===== src/hdl/mci_pkg.sv =====
`timescale 1ns / 1ps
`default_nettype none

package mci_pkg;

	// Field widths
	localparam int CMD_W    = 3;
	localparam int CH_W     = 4;
	localparam int PER_W    = 32;
	localparam int TIME_W   = 32;

	// Slots reachable through the channel field
	localparam int MAX_SLOTS = 1 << CH_W;

	// Stream word layout
	localparam int S_DATA_W = 72;
	localparam int S_USER_W = CMD_W;
	localparam int M_DATA_W = 8;
	localparam int M_USER_W = 1;

	localparam int CH_LO    = 0;
	localparam int PER_LO   = CH_LO + CH_W;
	localparam int ONCE_BIT = PER_LO + PER_W;
	localparam int NOW_LO   = ONCE_BIT + 1;

	// Command codes
	localparam logic [CMD_W-1:0] CMD_TICK       = 3'd0;
	localparam logic [CMD_W-1:0] CMD_ADD        = 3'd1;
	localparam logic [CMD_W-1:0] CMD_SET_PERIOD = 3'd2;
	localparam logic [CMD_W-1:0] CMD_RESTART    = 3'd3;
	localparam logic [CMD_W-1:0] CMD_REMOVE     = 3'd4;

	// Slot table write request
	typedef struct packed {
		logic              en;
		logic              set_active;
		logic              clr_active;
		logic              wr_period;
		logic              wr_stamp;
		logic              wr_once;
		logic              once;
		logic [PER_W-1:0]  period;
		logic [TIME_W-1:0] stamp;
	} tbl_wr_t;

	// Slot table read data
	typedef struct packed {
		logic              active;
		logic              once;
		logic [PER_W-1:0]  period;
		logic [TIME_W-1:0] stamp;
	} tbl_rd_t;

endpackage

`default_nettype wire


===== src/hdl/mci_tbl.sv =====
`timescale 1ns / 1ps
`default_nettype none

module mci_tbl #(
	parameter int SLOTS = 16,
	parameter int SW    = 4
) (
	input  wire                clk,
	input  wire                arst_n,
	input  mci_pkg::tbl_wr_t   wr,
	input  wire [SW-1:0]       wr_addr,
	input  wire [SW-1:0]       rd_addr,
	output mci_pkg::tbl_rd_t   rd
);
	import mci_pkg::*;

	logic              active_q [SLOTS];
	logic              once_q   [SLOTS];
	logic [PER_W-1:0]  period_q [SLOTS];
	logic [TIME_W-1:0] stamp_q  [SLOTS];

	// Only the active bits need reset: an inactive slot never fires, and add
	// rewrites every field before the slot can fire again.
	always_ff @(posedge clk or negedge arst_n) begin
		if (!arst_n) begin
			for (int i = 0; i < SLOTS; i++) begin
				active_q[i] <= 1'b0;
			end
		end else if (wr.en) begin
			if (wr.clr_active) begin
				active_q[wr_addr] <= 1'b0;
			end else if (wr.set_active) begin
				active_q[wr_addr] <= 1'b1;
			end
		end
	end

	always_ff @(posedge clk) begin
		if (wr.en) begin
			if (wr.wr_once) begin
				once_q[wr_addr] <= wr.once;
			end
			if (wr.wr_period) begin
				period_q[wr_addr] <= wr.period;
			end
			if (wr.wr_stamp) begin
				stamp_q[wr_addr] <= wr.stamp;
			end
		end
	end

	assign rd.active = active_q[rd_addr];
	assign rd.once   = once_q[rd_addr];
	assign rd.period = period_q[rd_addr];
	assign rd.stamp  = stamp_q[rd_addr];

endmodule

`default_nettype wire


===== src/hdl/mci_cmp.sv =====
`timescale 1ns / 1ps
`default_nettype none

module mci_cmp (
	input  wire [mci_pkg::TIME_W-1:0] now,
	input  mci_pkg::tbl_rd_t          rd,
	output logic                      hit
);
	import mci_pkg::*;

	logic [TIME_W-1:0] elapsed;

	// Wrapping elapsed time, then a strict compare against the period
	assign elapsed = now - rd.stamp;
	assign hit     = rd.active && (rd.period != '0) && (elapsed > rd.period);

endmodule

`default_nettype wire


===== src/hdl/mci_seq.sv =====
`timescale 1ns / 1ps
`default_nettype none

module mci_seq #(
	parameter int SLOTS = 16,
	parameter int SW    = 4
) (
	input  wire                          clk,
	input  wire                          arst_n,
	input  wire                          s_tvalid,
	output logic                         s_tready,
	input  wire [mci_pkg::S_DATA_W-1:0]  s_tdata,
	input  wire [mci_pkg::S_USER_W-1:0]  s_tuser,
	output logic                         m_tvalid,
	input  wire                          m_tready,
	output logic [mci_pkg::M_DATA_W-1:0] m_tdata,
	output logic [mci_pkg::M_USER_W-1:0] m_tuser,
	output logic                         m_tlast,
	output mci_pkg::tbl_wr_t             tbl_wr,
	output logic [SW-1:0]                wr_addr,
	output logic [SW-1:0]                rd_addr,
	input  mci_pkg::tbl_rd_t             tbl_rd,
	input  wire                          hit,
	output logic [mci_pkg::TIME_W-1:0]   now
);
	import mci_pkg::*;

	typedef enum logic [1:0] {
		ST_IDLE,
		ST_APPLY,
		ST_SCAN,
		ST_FLUSH
	} state_t;

	state_t            state_q;
	logic [CMD_W-1:0]  cmd_q;
	logic [CH_W-1:0]   ch_q;
	logic [PER_W-1:0]  per_q;
	logic              once_q;
	logic [TIME_W-1:0] now_q;
	logic [SW-1:0]     idx_q;
	logic              pend_vld_q;
	logic [SW-1:0]     pend_idx_q;
	logic              out_vld_q;
	logic              out_fired_q;
	logic [CH_W-1:0]   out_ch_q;
	logic              out_last_q;

	logic can_push;
	logic scan_stall;
	logic scan_end;
	logic in_range;
	logic out_push;

	assign can_push   = !out_vld_q || m_tready;
	// A second hit needs the output slot for the one held back
	assign scan_stall = (state_q == ST_SCAN) && hit && pend_vld_q && !can_push;
	assign scan_end   = (idx_q == SW'(SLOTS - 1));
	assign in_range   = (int'(ch_q) < SLOTS);
	// Load the output register with a released hit or the closing word
	assign out_push   = ((state_q == ST_SCAN) && hit && pend_vld_q && can_push) ||
		((state_q == ST_FLUSH) && can_push);

	assign s_tready = (state_q == ST_IDLE);
	assign m_tvalid = out_vld_q;
	assign m_tdata  = {{(M_DATA_W - CH_W){1'b0}}, out_ch_q};
	assign m_tuser  = out_fired_q;
	assign m_tlast  = out_last_q;
	assign rd_addr  = idx_q;
	assign now      = now_q;

	always_comb begin
		tbl_wr        = '0;
		tbl_wr.period = per_q;
		tbl_wr.stamp  = now_q;
		tbl_wr.once   = once_q;
		wr_addr       = idx_q;
		unique case (state_q)
			ST_APPLY: begin
				wr_addr   = ch_q[SW-1:0];
				tbl_wr.en = in_range;
				unique case (cmd_q)
					CMD_ADD: begin
						tbl_wr.set_active = 1'b1;
						tbl_wr.wr_period  = 1'b1;
						tbl_wr.wr_stamp   = 1'b1;
						tbl_wr.wr_once    = 1'b1;
					end
					CMD_SET_PERIOD: begin
						tbl_wr.wr_period = 1'b1;
						tbl_wr.wr_stamp  = 1'b1;
					end
					CMD_RESTART: begin
						tbl_wr.wr_stamp = 1'b1;
					end
					CMD_REMOVE: begin
						tbl_wr.clr_active = 1'b1;
					end
					default: begin
						tbl_wr.en = 1'b0;
					end
				endcase
			end
			ST_SCAN: begin
				// Restamp the firing slot, disarm it if one-shot
				tbl_wr.en         = hit && !scan_stall;
				tbl_wr.wr_stamp   = 1'b1;
				tbl_wr.clr_active = tbl_rd.once;
			end
			default: begin
			end
		endcase
	end

	always_ff @(posedge clk or negedge arst_n) begin
		if (!arst_n) begin
			state_q     <= ST_IDLE;
			cmd_q       <= CMD_TICK;
			ch_q        <= '0;
			per_q       <= '0;
			once_q      <= 1'b0;
			now_q       <= '0;
			idx_q       <= '0;
			pend_vld_q  <= 1'b0;
			pend_idx_q  <= '0;
			out_vld_q   <= 1'b0;
			out_fired_q <= 1'b0;
			out_ch_q    <= '0;
			out_last_q  <= 1'b0;
		end else begin
			if (out_push) begin
				out_vld_q <= 1'b1;
			end else if (m_tready) begin
				out_vld_q <= 1'b0;
			end
			unique case (state_q)
				ST_IDLE: begin
					if (s_tvalid) begin
						cmd_q      <= s_tuser;
						ch_q       <= s_tdata[CH_LO +: CH_W];
						per_q      <= s_tdata[PER_LO +: PER_W];
						once_q     <= s_tdata[ONCE_BIT];
						now_q      <= s_tdata[NOW_LO +: TIME_W];
						idx_q      <= '0;
						pend_vld_q <= 1'b0;
						state_q    <= (s_tuser == CMD_TICK) ? ST_SCAN : ST_APPLY;
					end
				end
				ST_APPLY: begin
					state_q <= ST_FLUSH;
				end
				ST_SCAN: begin
					if (!scan_stall) begin
						if (hit) begin
							// Release the held hit; the newest one waits to learn if it is last
							if (pend_vld_q) begin
								out_fired_q <= 1'b1;
								out_ch_q    <= CH_W'(pend_idx_q);
								out_last_q  <= 1'b0;
							end
							pend_vld_q <= 1'b1;
							pend_idx_q <= idx_q;
						end
						if (scan_end) begin
							state_q <= ST_FLUSH;
						end else begin
							idx_q <= idx_q + SW'(1);
						end
					end
				end
				ST_FLUSH: begin
					if (can_push) begin
						out_fired_q <= pend_vld_q;
						out_ch_q    <= pend_vld_q ? CH_W'(pend_idx_q) : '0;
						out_last_q  <= 1'b1;
						pend_vld_q  <= 1'b0;
						state_q     <= ST_IDLE;
					end
				end
				default: begin
					state_q <= ST_IDLE;
				end
			endcase
		end
	end

endmodule

`default_nettype wire


===== src/hdl/multi_channel_interval_timer.sv =====
`timescale 1ns / 1ps
`default_nettype none

// Channel   Dir  tdata (low bit up)                              tuser    tlast
// s_*       in   channel[3:0], period[35:4], one_shot[36],       cmd      -
//                now[68:37], zero[71:69]
// m_*       out  fired_channel[3:0], zero[7:4]                   fired    last
//
// A tick scans the slots, one per cycle unless the scan stalls, and flushes before
// ready returns; SLOTS = min(CHANNELS, 16) slots share one elapsed-time comparator.
// Add, set period, restart, remove and unused codes go through apply, then flush.
// Asynchronous reset disarms every slot at once; no clearing pass follows.
// A stalled output holds its word and the closing word waits for it; a scan
// pauses only when a further slot fires while the previous hit still waits.

module multi_channel_interval_timer #(
	parameter int CHANNELS = 16
) (
	input  wire                          clk,
	input  wire                          arst_n,
	input  wire                          s_tvalid,
	output logic                         s_tready,
	// channel, period, one_shot, now, zero pad
	input  wire [mci_pkg::S_DATA_W-1:0]  s_tdata,
	// cmd
	input  wire [mci_pkg::S_USER_W-1:0]  s_tuser,
	output logic                         m_tvalid,
	input  wire                          m_tready,
	// fired_channel, zero pad
	output logic [mci_pkg::M_DATA_W-1:0] m_tdata,
	// fired
	output logic [mci_pkg::M_USER_W-1:0] m_tuser,
	output logic                         m_tlast
);
	import mci_pkg::*;

	// Slots above what the channel field can address never arm, so leave them out
	localparam int SLOTS = (CHANNELS < MAX_SLOTS) ? CHANNELS : MAX_SLOTS;
	localparam int SW    = (SLOTS > 1) ? $clog2(SLOTS) : 1;

	tbl_wr_t           tbl_wr;
	tbl_rd_t           tbl_rd;
	logic [SW-1:0]     wr_addr;
	logic [SW-1:0]     rd_addr;
	logic              hit;
	logic [TIME_W-1:0] now;

	// Command sequencer, slot scan and output staging
	mci_seq #(
		.SLOTS (SLOTS),
		.SW    (SW)
	) u_seq (
		.clk      (clk),
		.arst_n   (arst_n),
		.s_tvalid (s_tvalid),
		.s_tready (s_tready),
		.s_tdata  (s_tdata),
		.s_tuser  (s_tuser),
		.m_tvalid (m_tvalid),
		.m_tready (m_tready),
		.m_tdata  (m_tdata),
		.m_tuser  (m_tuser),
		.m_tlast  (m_tlast),
		.tbl_wr   (tbl_wr),
		.wr_addr  (wr_addr),
		.rd_addr  (rd_addr),
		.tbl_rd   (tbl_rd),
		.hit      (hit),
		.now      (now)
	);

	// Slot state: one write port, one read port at the scan index
	mci_tbl #(
		.SLOTS (SLOTS),
		.SW    (SW)
	) u_tbl (
		.clk     (clk),
		.arst_n  (arst_n),
		.wr      (tbl_wr),
		.wr_addr (wr_addr),
		.rd_addr (rd_addr),
		.rd      (tbl_rd)
	);

	// Shared expiry comparator
	mci_cmp u_cmp (
		.now (now),
		.rd  (tbl_rd),
		.hit (hit)
	);

endmodule

`default_nettype wire


===== config.mk =====
export PLATFORM = sky130hd
export DESIGN_NAME = multi_channel_interval_timer
export DESIGN_NICKNAME = d
export VERILOG_FILES = /design/src/hdl/mci_pkg.sv /design/src/hdl/mci_tbl.sv /design/src/hdl/mci_cmp.sv /design/src/hdl/mci_seq.sv /design/src/hdl/multi_channel_interval_timer.sv
export SDC_FILE = /design/constraint.sdc
export NUM_CORES = 1
export LEC_CHECK = 0
export BUFFER_PORTS_ARGS = -buffer_cell sky130_fd_sc_hd__buf_2
export CORE_MARGIN = 2
export CORE_UTILIZATION = 23
export DETAILED_ROUTE_END_ITERATION = 8
export PLACE_DENSITY = 0.44
export SKIP_LAST_GASP = 1
export SLEW_MARGIN = 20
export SYNTH_ARGS = -nofsm -noshare
export SYNTH_HDL_FRONTEND = slang
export SYNTH_SLANG_ARGS = --single-unit

===== constraint.sdc =====
create_clock -name clk -period 8.6 [get_ports clk]
set_input_delay 1.72 -clock clk [delete_from_list [all_inputs] [get_ports clk]]
set_output_delay 1.72 -clock clk [all_outputs]
set_load 0.005 [all_outputs]

Word level (Yosys, flattened, before mapping)
Memories as Yosys holds them, arrays and structs flattened.
Cells that the tools add are included.
{ "op_classes": {"bitwise_logic": 6, "n_mux": 60, "n_eq_ne": 15, "magnitude_cmp": 4, "reduce_logical": 32, "addsub": 2} }
{ "ops": {"columns": ["op", "count"], "rows": [
  ["4-bit 2-to-1 mux", 9],
  ["1-bit 2-to-1 mux", 33],
  ["32-bit greater-than comparator", 1],
  ["16-bit 2-to-1 mux", 2],
  ["32-bit nonzero test", 1],
  ["32-bit subtractor", 1],
  ["16-bit AND", 1],
  ["16-bit NOT", 1],
  ["16-bit bitwise OR", 1],
  ["4-bit case mux with 2 select lines", 2],
  ["5-bit >= comparator (second input constant)", 2],
  ["2-bit 2-to-1 mux", 5],
  ["4-bit NOT with 5-bit output", 2],
  ["1-bit case mux with 2 select lines", 5],
  ["5-bit AND reduction", 2],
  ["1-bit logical AND", 9],
  ["2-bit by 1-bit inequality test with 1-bit output (second input constant)", 4],
  ["2-bit case mux with 4 select lines", 1],
  ["4-bit AND reduction", 2],
  ["2-bit nonzero test", 4],
  ["3-bit by 2-bit equality test with 1-bit output (second input constant)", 2],
  ["2-bit inequality test (second input constant)", 3],
  ["5-bit by 1-bit < comparator with 1-bit output (second input constant)", 1],
  ["4-bit by 1-bit adder with 4-bit output (second input constant)", 1],
  ["other kinds (19)", 24]
]} }
{ "word_totals": {"register_bits": 106, "out_inout_bits": 12, "in_bits": 79, "memories": 3, "elab_cells": 151, "mem_bits_rw": 1040} }
{ "memory_table": {"columns": ["name", "words", "word_bits", "read_ports", "rd_ports_with_merged_regs", "wr", "line_no", "rtl"], "rows": [
  ["u_tbl.period_q", 16, 32, 1, 0, 1, "mci_tbl.sv:19", "logic [PER_W-1:0] period_q [SLOTS];"],
  ["u_tbl.stamp_q", 16, 32, 1, 0, 1, "mci_tbl.sv:20", "logic [TIME_W-1:0] stamp_q [SLOTS];"],
  ["u_tbl.once_q", 16, 1, 1, 0, 1, "mci_tbl.sv:18", "logic once_q [SLOTS];"]
]} }

Depth between registers and ports, before layout
{ "logic_depth": {"word_depth": 14, "ltp_mapped": 32} }

Cells and area by module
Synthesis repeated with hierarchy kept, for this count alone.
{ "hier_totals": {"cells_unflattened": 2418, "hier_area_um2": 46647.2} }
{ "modules_own_cells": {"columns": ["module", "n_inst", "cells_per_inst", "area_each_um2"], "rows": [
  ["mci_tbl", 1, 1721, 39889.5],
  ["mci_seq", 1, 294, 3976.3],
  ["mci_cmp", 1, 403, 2781.4]
]} }

Worst setup path after synthesis
No wires, ideal clock.
{ "synth_timing": {"path_type": "reg2reg", "startpoint": "register u_seq.idx_q[0], in the netlist u_seq.rd_addr[0]", "endpoint": "memory u_tbl.stamp_q[0][0] (enable)", "n_path_buf": 7, "t_required_ns": 8.179, "setup_time_ns": 0.421, "arrival_time_ns": 8.616, "period_less_slack_ns": 9.037, "path_slack_ns": -0.437, "stages_incl_launch_ff": 29, "path_cell_list": "dfrtp_1 -> buf_2 -> buf_2 -> buf_4 -> buf_2 -> buf_2 -> buf_1 -> mux4_2 -> mux4_2 -> inv_1 -> ha_1 -> and3_1 -> and2_1 -> a2111oi_0 -> nand2_1 -> o22a_1 -> a21o_1 -> or4b_2 -> a31oi_1 -> xnor2_1 -> ha_1 -> and4_1 -> and3_1 -> nor3b_1 -> a221o_1 -> and4_1 -> o21ai_1 -> buf_2 -> nor2_1"} }
{ "synth_between": {"elab_chain_len": 14, "elab_cells_between_ends": 20} }
{ "synth_rtl": {"columns": ["element", "line_no", "rtl"], "rows": [
  ["start: declaration", "mci_seq.sv:41", "logic [SW-1:0] idx_q;"],
  ["start signal: assignment", "mci_seq.sv:167", "idx_q <= idx_q + SW'(1);"],
  ["parallel branches: the longest is 14 deep, another holds memory read 16 x 32 bit", null, null],
  ["end: declaration", "mci_tbl.sv:20", null]
]} }
Several ways; the timed one is not identified. The select of a mux whose other input is x is not followed.

Final worst setup path
{ "layout_timing": {"startpoint": "register u_seq.idx_q[0], in the netlist u_seq.rd_addr[0]", "endpoint": "memory u_tbl.stamp_q[0][29] (enable)"} }
Same word-level chain as after synthesis.

==> flow_metrics.tcl <==
set metrics [dict create \
    status "completed" \
    vias 22611 \
    yosys_warnings 0 \
    die_h_um 453 \
    postSynthAreaPerCell_sq_um 20.2 \
    clock_skew_ns 0.0400 \
    cts_resized 0 \
    synth-async-reset-ratio_pct 9.25 \
    p_int_mw 12.2 \
    grt_pass1_wl_um 179000 \
    start_util_pct 23.1 \
    cts_hold_buf 0 \
    cpMostUsedCell "buf_4" \
    cts_buffers 118 \
    power.net_switching_mw 5.81 \
    finalCriticalPeriod_ns 8.12 \
    maxSlewHeadroom_pct 23.7 \
    ys_seq_area_share_pct 73.2 \
    cp_max_fo 38 \
    syn2layout_area_growth_pct 18.1 \
    setup_viol 0 \
    synthesis.instances 2288 \
    drt-total-wl_um 126000 \
    core-area_sq_mm 0.200 \
    synth-seq-cells 1146 \
    p_leak_nw 17.3 \
    clkSinkCount 1146 \
    dieWidth_um 453 \
    finalCritPeriodShare_pct 94.4 \
    cts_tree "done" \
    io_pins 91 \
    row_count 164 \
    synth_top_area_share_pct 67.5 \
    routed_via_density 4.31 \
    crit_path_max_incr_delay_ns 0.61 \
    fillers 19929 \
    cts-root-buf "clkbuf_16" \
    crit_arrival_ns 8.56 \
    crit_path_end_kind "flop" \
    max_freq_mhz 123 \
    worstMarginPinSlew_ns 1.14 \
    syn-cell-area_sq_mm 0.0463 \
    power_mw 18.0 \
    io_buffers 83 \
    path_class "flop to flop" \
    start_kind "flop" \
    grt_pass1_vias 23763 \
    power.share.switching_pct 32.2 \
    first_pass_iters 7 \
    synth_edf_count 1040 \
    finalHoldViolations 0 \
    cp.required_ns 9.04 \
    clockBufferDepth 3 \
    place_area_sq_mm 0.0509 \
    routedWlPerCell_um 24.0 \
    htreeDepth 3 \
    antenna_found_initial 4 \
    max-cap-violations 0 \
    post_cts_buffers 0 \
    nets 2642 \
    synth_cell_types 60 \
    synth_top_area_cell "edfxtp_1" \
    pwr-share-comb_pct 27.4 \
    grt_usage_pct 12.2 \
    grtUsageMet3_pct 1.44 \
    grt.busiest_layer "met2" \
    clk_pin_slew_worst_paths_ns 0.06 \
    die_area_sq_mm 0.205 \
    hold_path_class "flop to flop" \
    clkPwrFrac_pct 28.0 \
    power.density_mw_per_mm2 330 \
    vdd_ir_drop_max_uv 211 \
    grt_overflow_total 0 \
    gp_congestion 0.760 \
    synthTopCellsByArea "edfxtp_1 (68%), mux4_2 (15%), dfrtp_1 (5.7%)" \
    ant_nets 0 \
    synthFlopType "edfxtp_1" \
    worstSkewPairLatency_ns 0.75 \
    rsz0062_at_grt "no" \
    dp_hpwl_um 73800 \
    drive_gt1_share_pct 30.1 \
    grtUsageMet2_pct 20.9 \
    seqPwrFrac_pct 44.6 \
    grt_max_degree 81 \
    grt_util_met1_pct 15.9 \
    drc 0 \
    drtIter0Drc 1791 \
    cp_slowest_cell "dfrtp_4" \
    final_max_slew_viol_count 0 \
    design_area_sq_mm 0.0547 \
]
-- cell usage after synthesis, drive strengths merged (9+ instances only) --
master,n
a22o,34
a21oi,51
mux2,81
nand2,85
nand3,13
a221oi,32
a211oi,10
o21ai,58
buf,49
xnor2,16
ha,69
xor2,11
a21o,21
edfxtp,1040
inv,48
nor2b,9
nand4,12
dfrtp,106
clkbuf,64
mux4,298
nor2,80
-- registers in the layout, summed over array words and instances, names as in the netlist, named ones only --
| name | count |
|---|---|
| u_tbl.period_q | 512 |
| u_tbl.stamp_q | 512 |
| u_seq.now | 32 |
| u_seq.per_q | 32 |
| u_tbl.once_q | 16 |
| u_seq.ch_q | 4 |
| u_seq.out_ch_q | 4 |
| u_seq.pend_idx_q | 4 |
| u_seq.rd_addr | 4 |
| u_seq.cmd_q | 3 |
| u_seq.state_q | 2 |
| u_seq.m_tlast | 1 |
| u_seq.m_tuser | 1 |
| u_seq.m_tvalid | 1 |
| u_seq.once_q | 1 |
| u_seq.pend_vld_q | 1 |
-- final cells by class --
cell class	count	area (sq um)	share of cell area [%]
Tap cell	2656	3320	6.08
Timing Repair Buffer	195	1550	2.83
Antenna cell	4	10.0	0.0183
Clock inverter	52	519	0.950
Sequential cell	1146	33900	62.0
Inverter	48	180	0.330
Clock buffer	163	3230	5.91
Multi-Input combinational cell	984	12000	21.9
-- worst max-delay path, delay by kind of cell (launching register included) --
family	cells	cell delay [ns]
flops	1	0.61
fa+ha+maj	2	0.58
mux	2	1.06
xor+xnor	1	0.09
compound gates	7	1.93
simple gates	9	2.03
buf+inv	6	1.47
-- per-layer routing --
layer / vias up / wire, um
met4: 0 / 3390
met1: 12179 / 55000
met3: 159 / 4050
met5: - / 0
met2: 394 / 63500
li1: 9879 / -
-- logic make-up after synthesis --
family	after synthesis	share of synthesized area, %
DFF	1146	73.2
muxes	383	16.6
AOI/OAI and AO/OA	255	3.80
and+or+nand+nor	245	2.44
buffers and inverters	161	1.53
adders and majority gates	70	1.91
xor gates and xnor gates	27	0.511
other	1	0.00811
-- path summary, 6_finish.rpt --
kind | start | slack (ns) | cells after the start | to
max in group asynchronous | arst_n | 6.18 | 2 | u_seq.rd_addr[3]$_DFFE_PN0P_
hold / removal | u_seq.pend_idx_q[3]$_DFFE_PN0P_ | 0.51 | 1 | u_seq.pend_idx_q[3]$_DFFE_PN0P_
hold reg to reg | u_seq.pend_idx_q[3]$_DFFE_PN0P_ | 0.51 | 1 | u_seq.pend_idx_q[3]$_DFFE_PN0P_
setup / recovery | u_seq.rd_addr[0]$_DFFE_PN0P_ | 0.48 | 27 | u_tbl.stamp_q[0][29]$_DFFE_PP_
min in group asynchronous | arst_n | 1.03 | 1 | u_seq.per_q[0]$_DFFE_PN0P_
setup reg to reg | u_seq.rd_addr[0]$_DFFE_PN0P_ | 0.48 | 27 | u_tbl.stamp_q[0][29]$_DFFE_PP_
-- power by group through the flow --
| stage | combinational, mW | clock [mW] | sequential, mW |
|---|---|---|---|
| finish | 4.94 | 5.05 | 8.04 |
| global route | 5.42 | 5.40 | 8.16 |
| CTS | 5.07 | 5.20 | 8.06 |
| detailed placement | 5.04 | 0 | 8.18 |
| global placement | 5.05 | 0 | 8.16 |
| floorplan | 3.22 | 0 | 7.80 |
-- stage by stage --
| stage | worst slack (ns) | utilization [%] | hold slack (ns) | setup TNS (ns) | std cells |
|---|---|---|---|---|---|
| after global routing | 0.00576 | 27.4 | 0.536 | 0 | 5248 |
| after CTS | 0.384 | 27.3 | 0.511 | 0 | 5244 |
| after global placement | 0.415 | 25.5 | 0.492 | 0 | 5028 |
| after detailed placement | 0.464 | 25.5 | 0.497 | 0 | 5029 |
| final | 0.483 | 27.4 | 0.509 | 0 | 5248 |
| after floorplan | -0.437 | - | 0.482 | -189.25 | 2291 |
-- cell usage in the layout (no fill, tap or decap), types with 11 or more instances in the layout --
master	instances
clkbuf_16	119
nand4_1	12
clkinv_2	13
buf_2	83
a21oi_1	51
nor2_1	48
inv_1	48
mux4_2	298
nor2_4	32
a22o_1	34
clkbuf_1	35
a221oi_1	32
xnor2_1	16
mux2_2	80
nand3_1	13
edfxtp_1	1040
dfrtp_1	102
ha_1	69
buf_4	88
clkinv_1	19
buf_12	23
xor2_1	11
nand2_1	84
o21ai_0	56
a21o_1	21
Note: power is estimated with default switching activity, not from simulation.
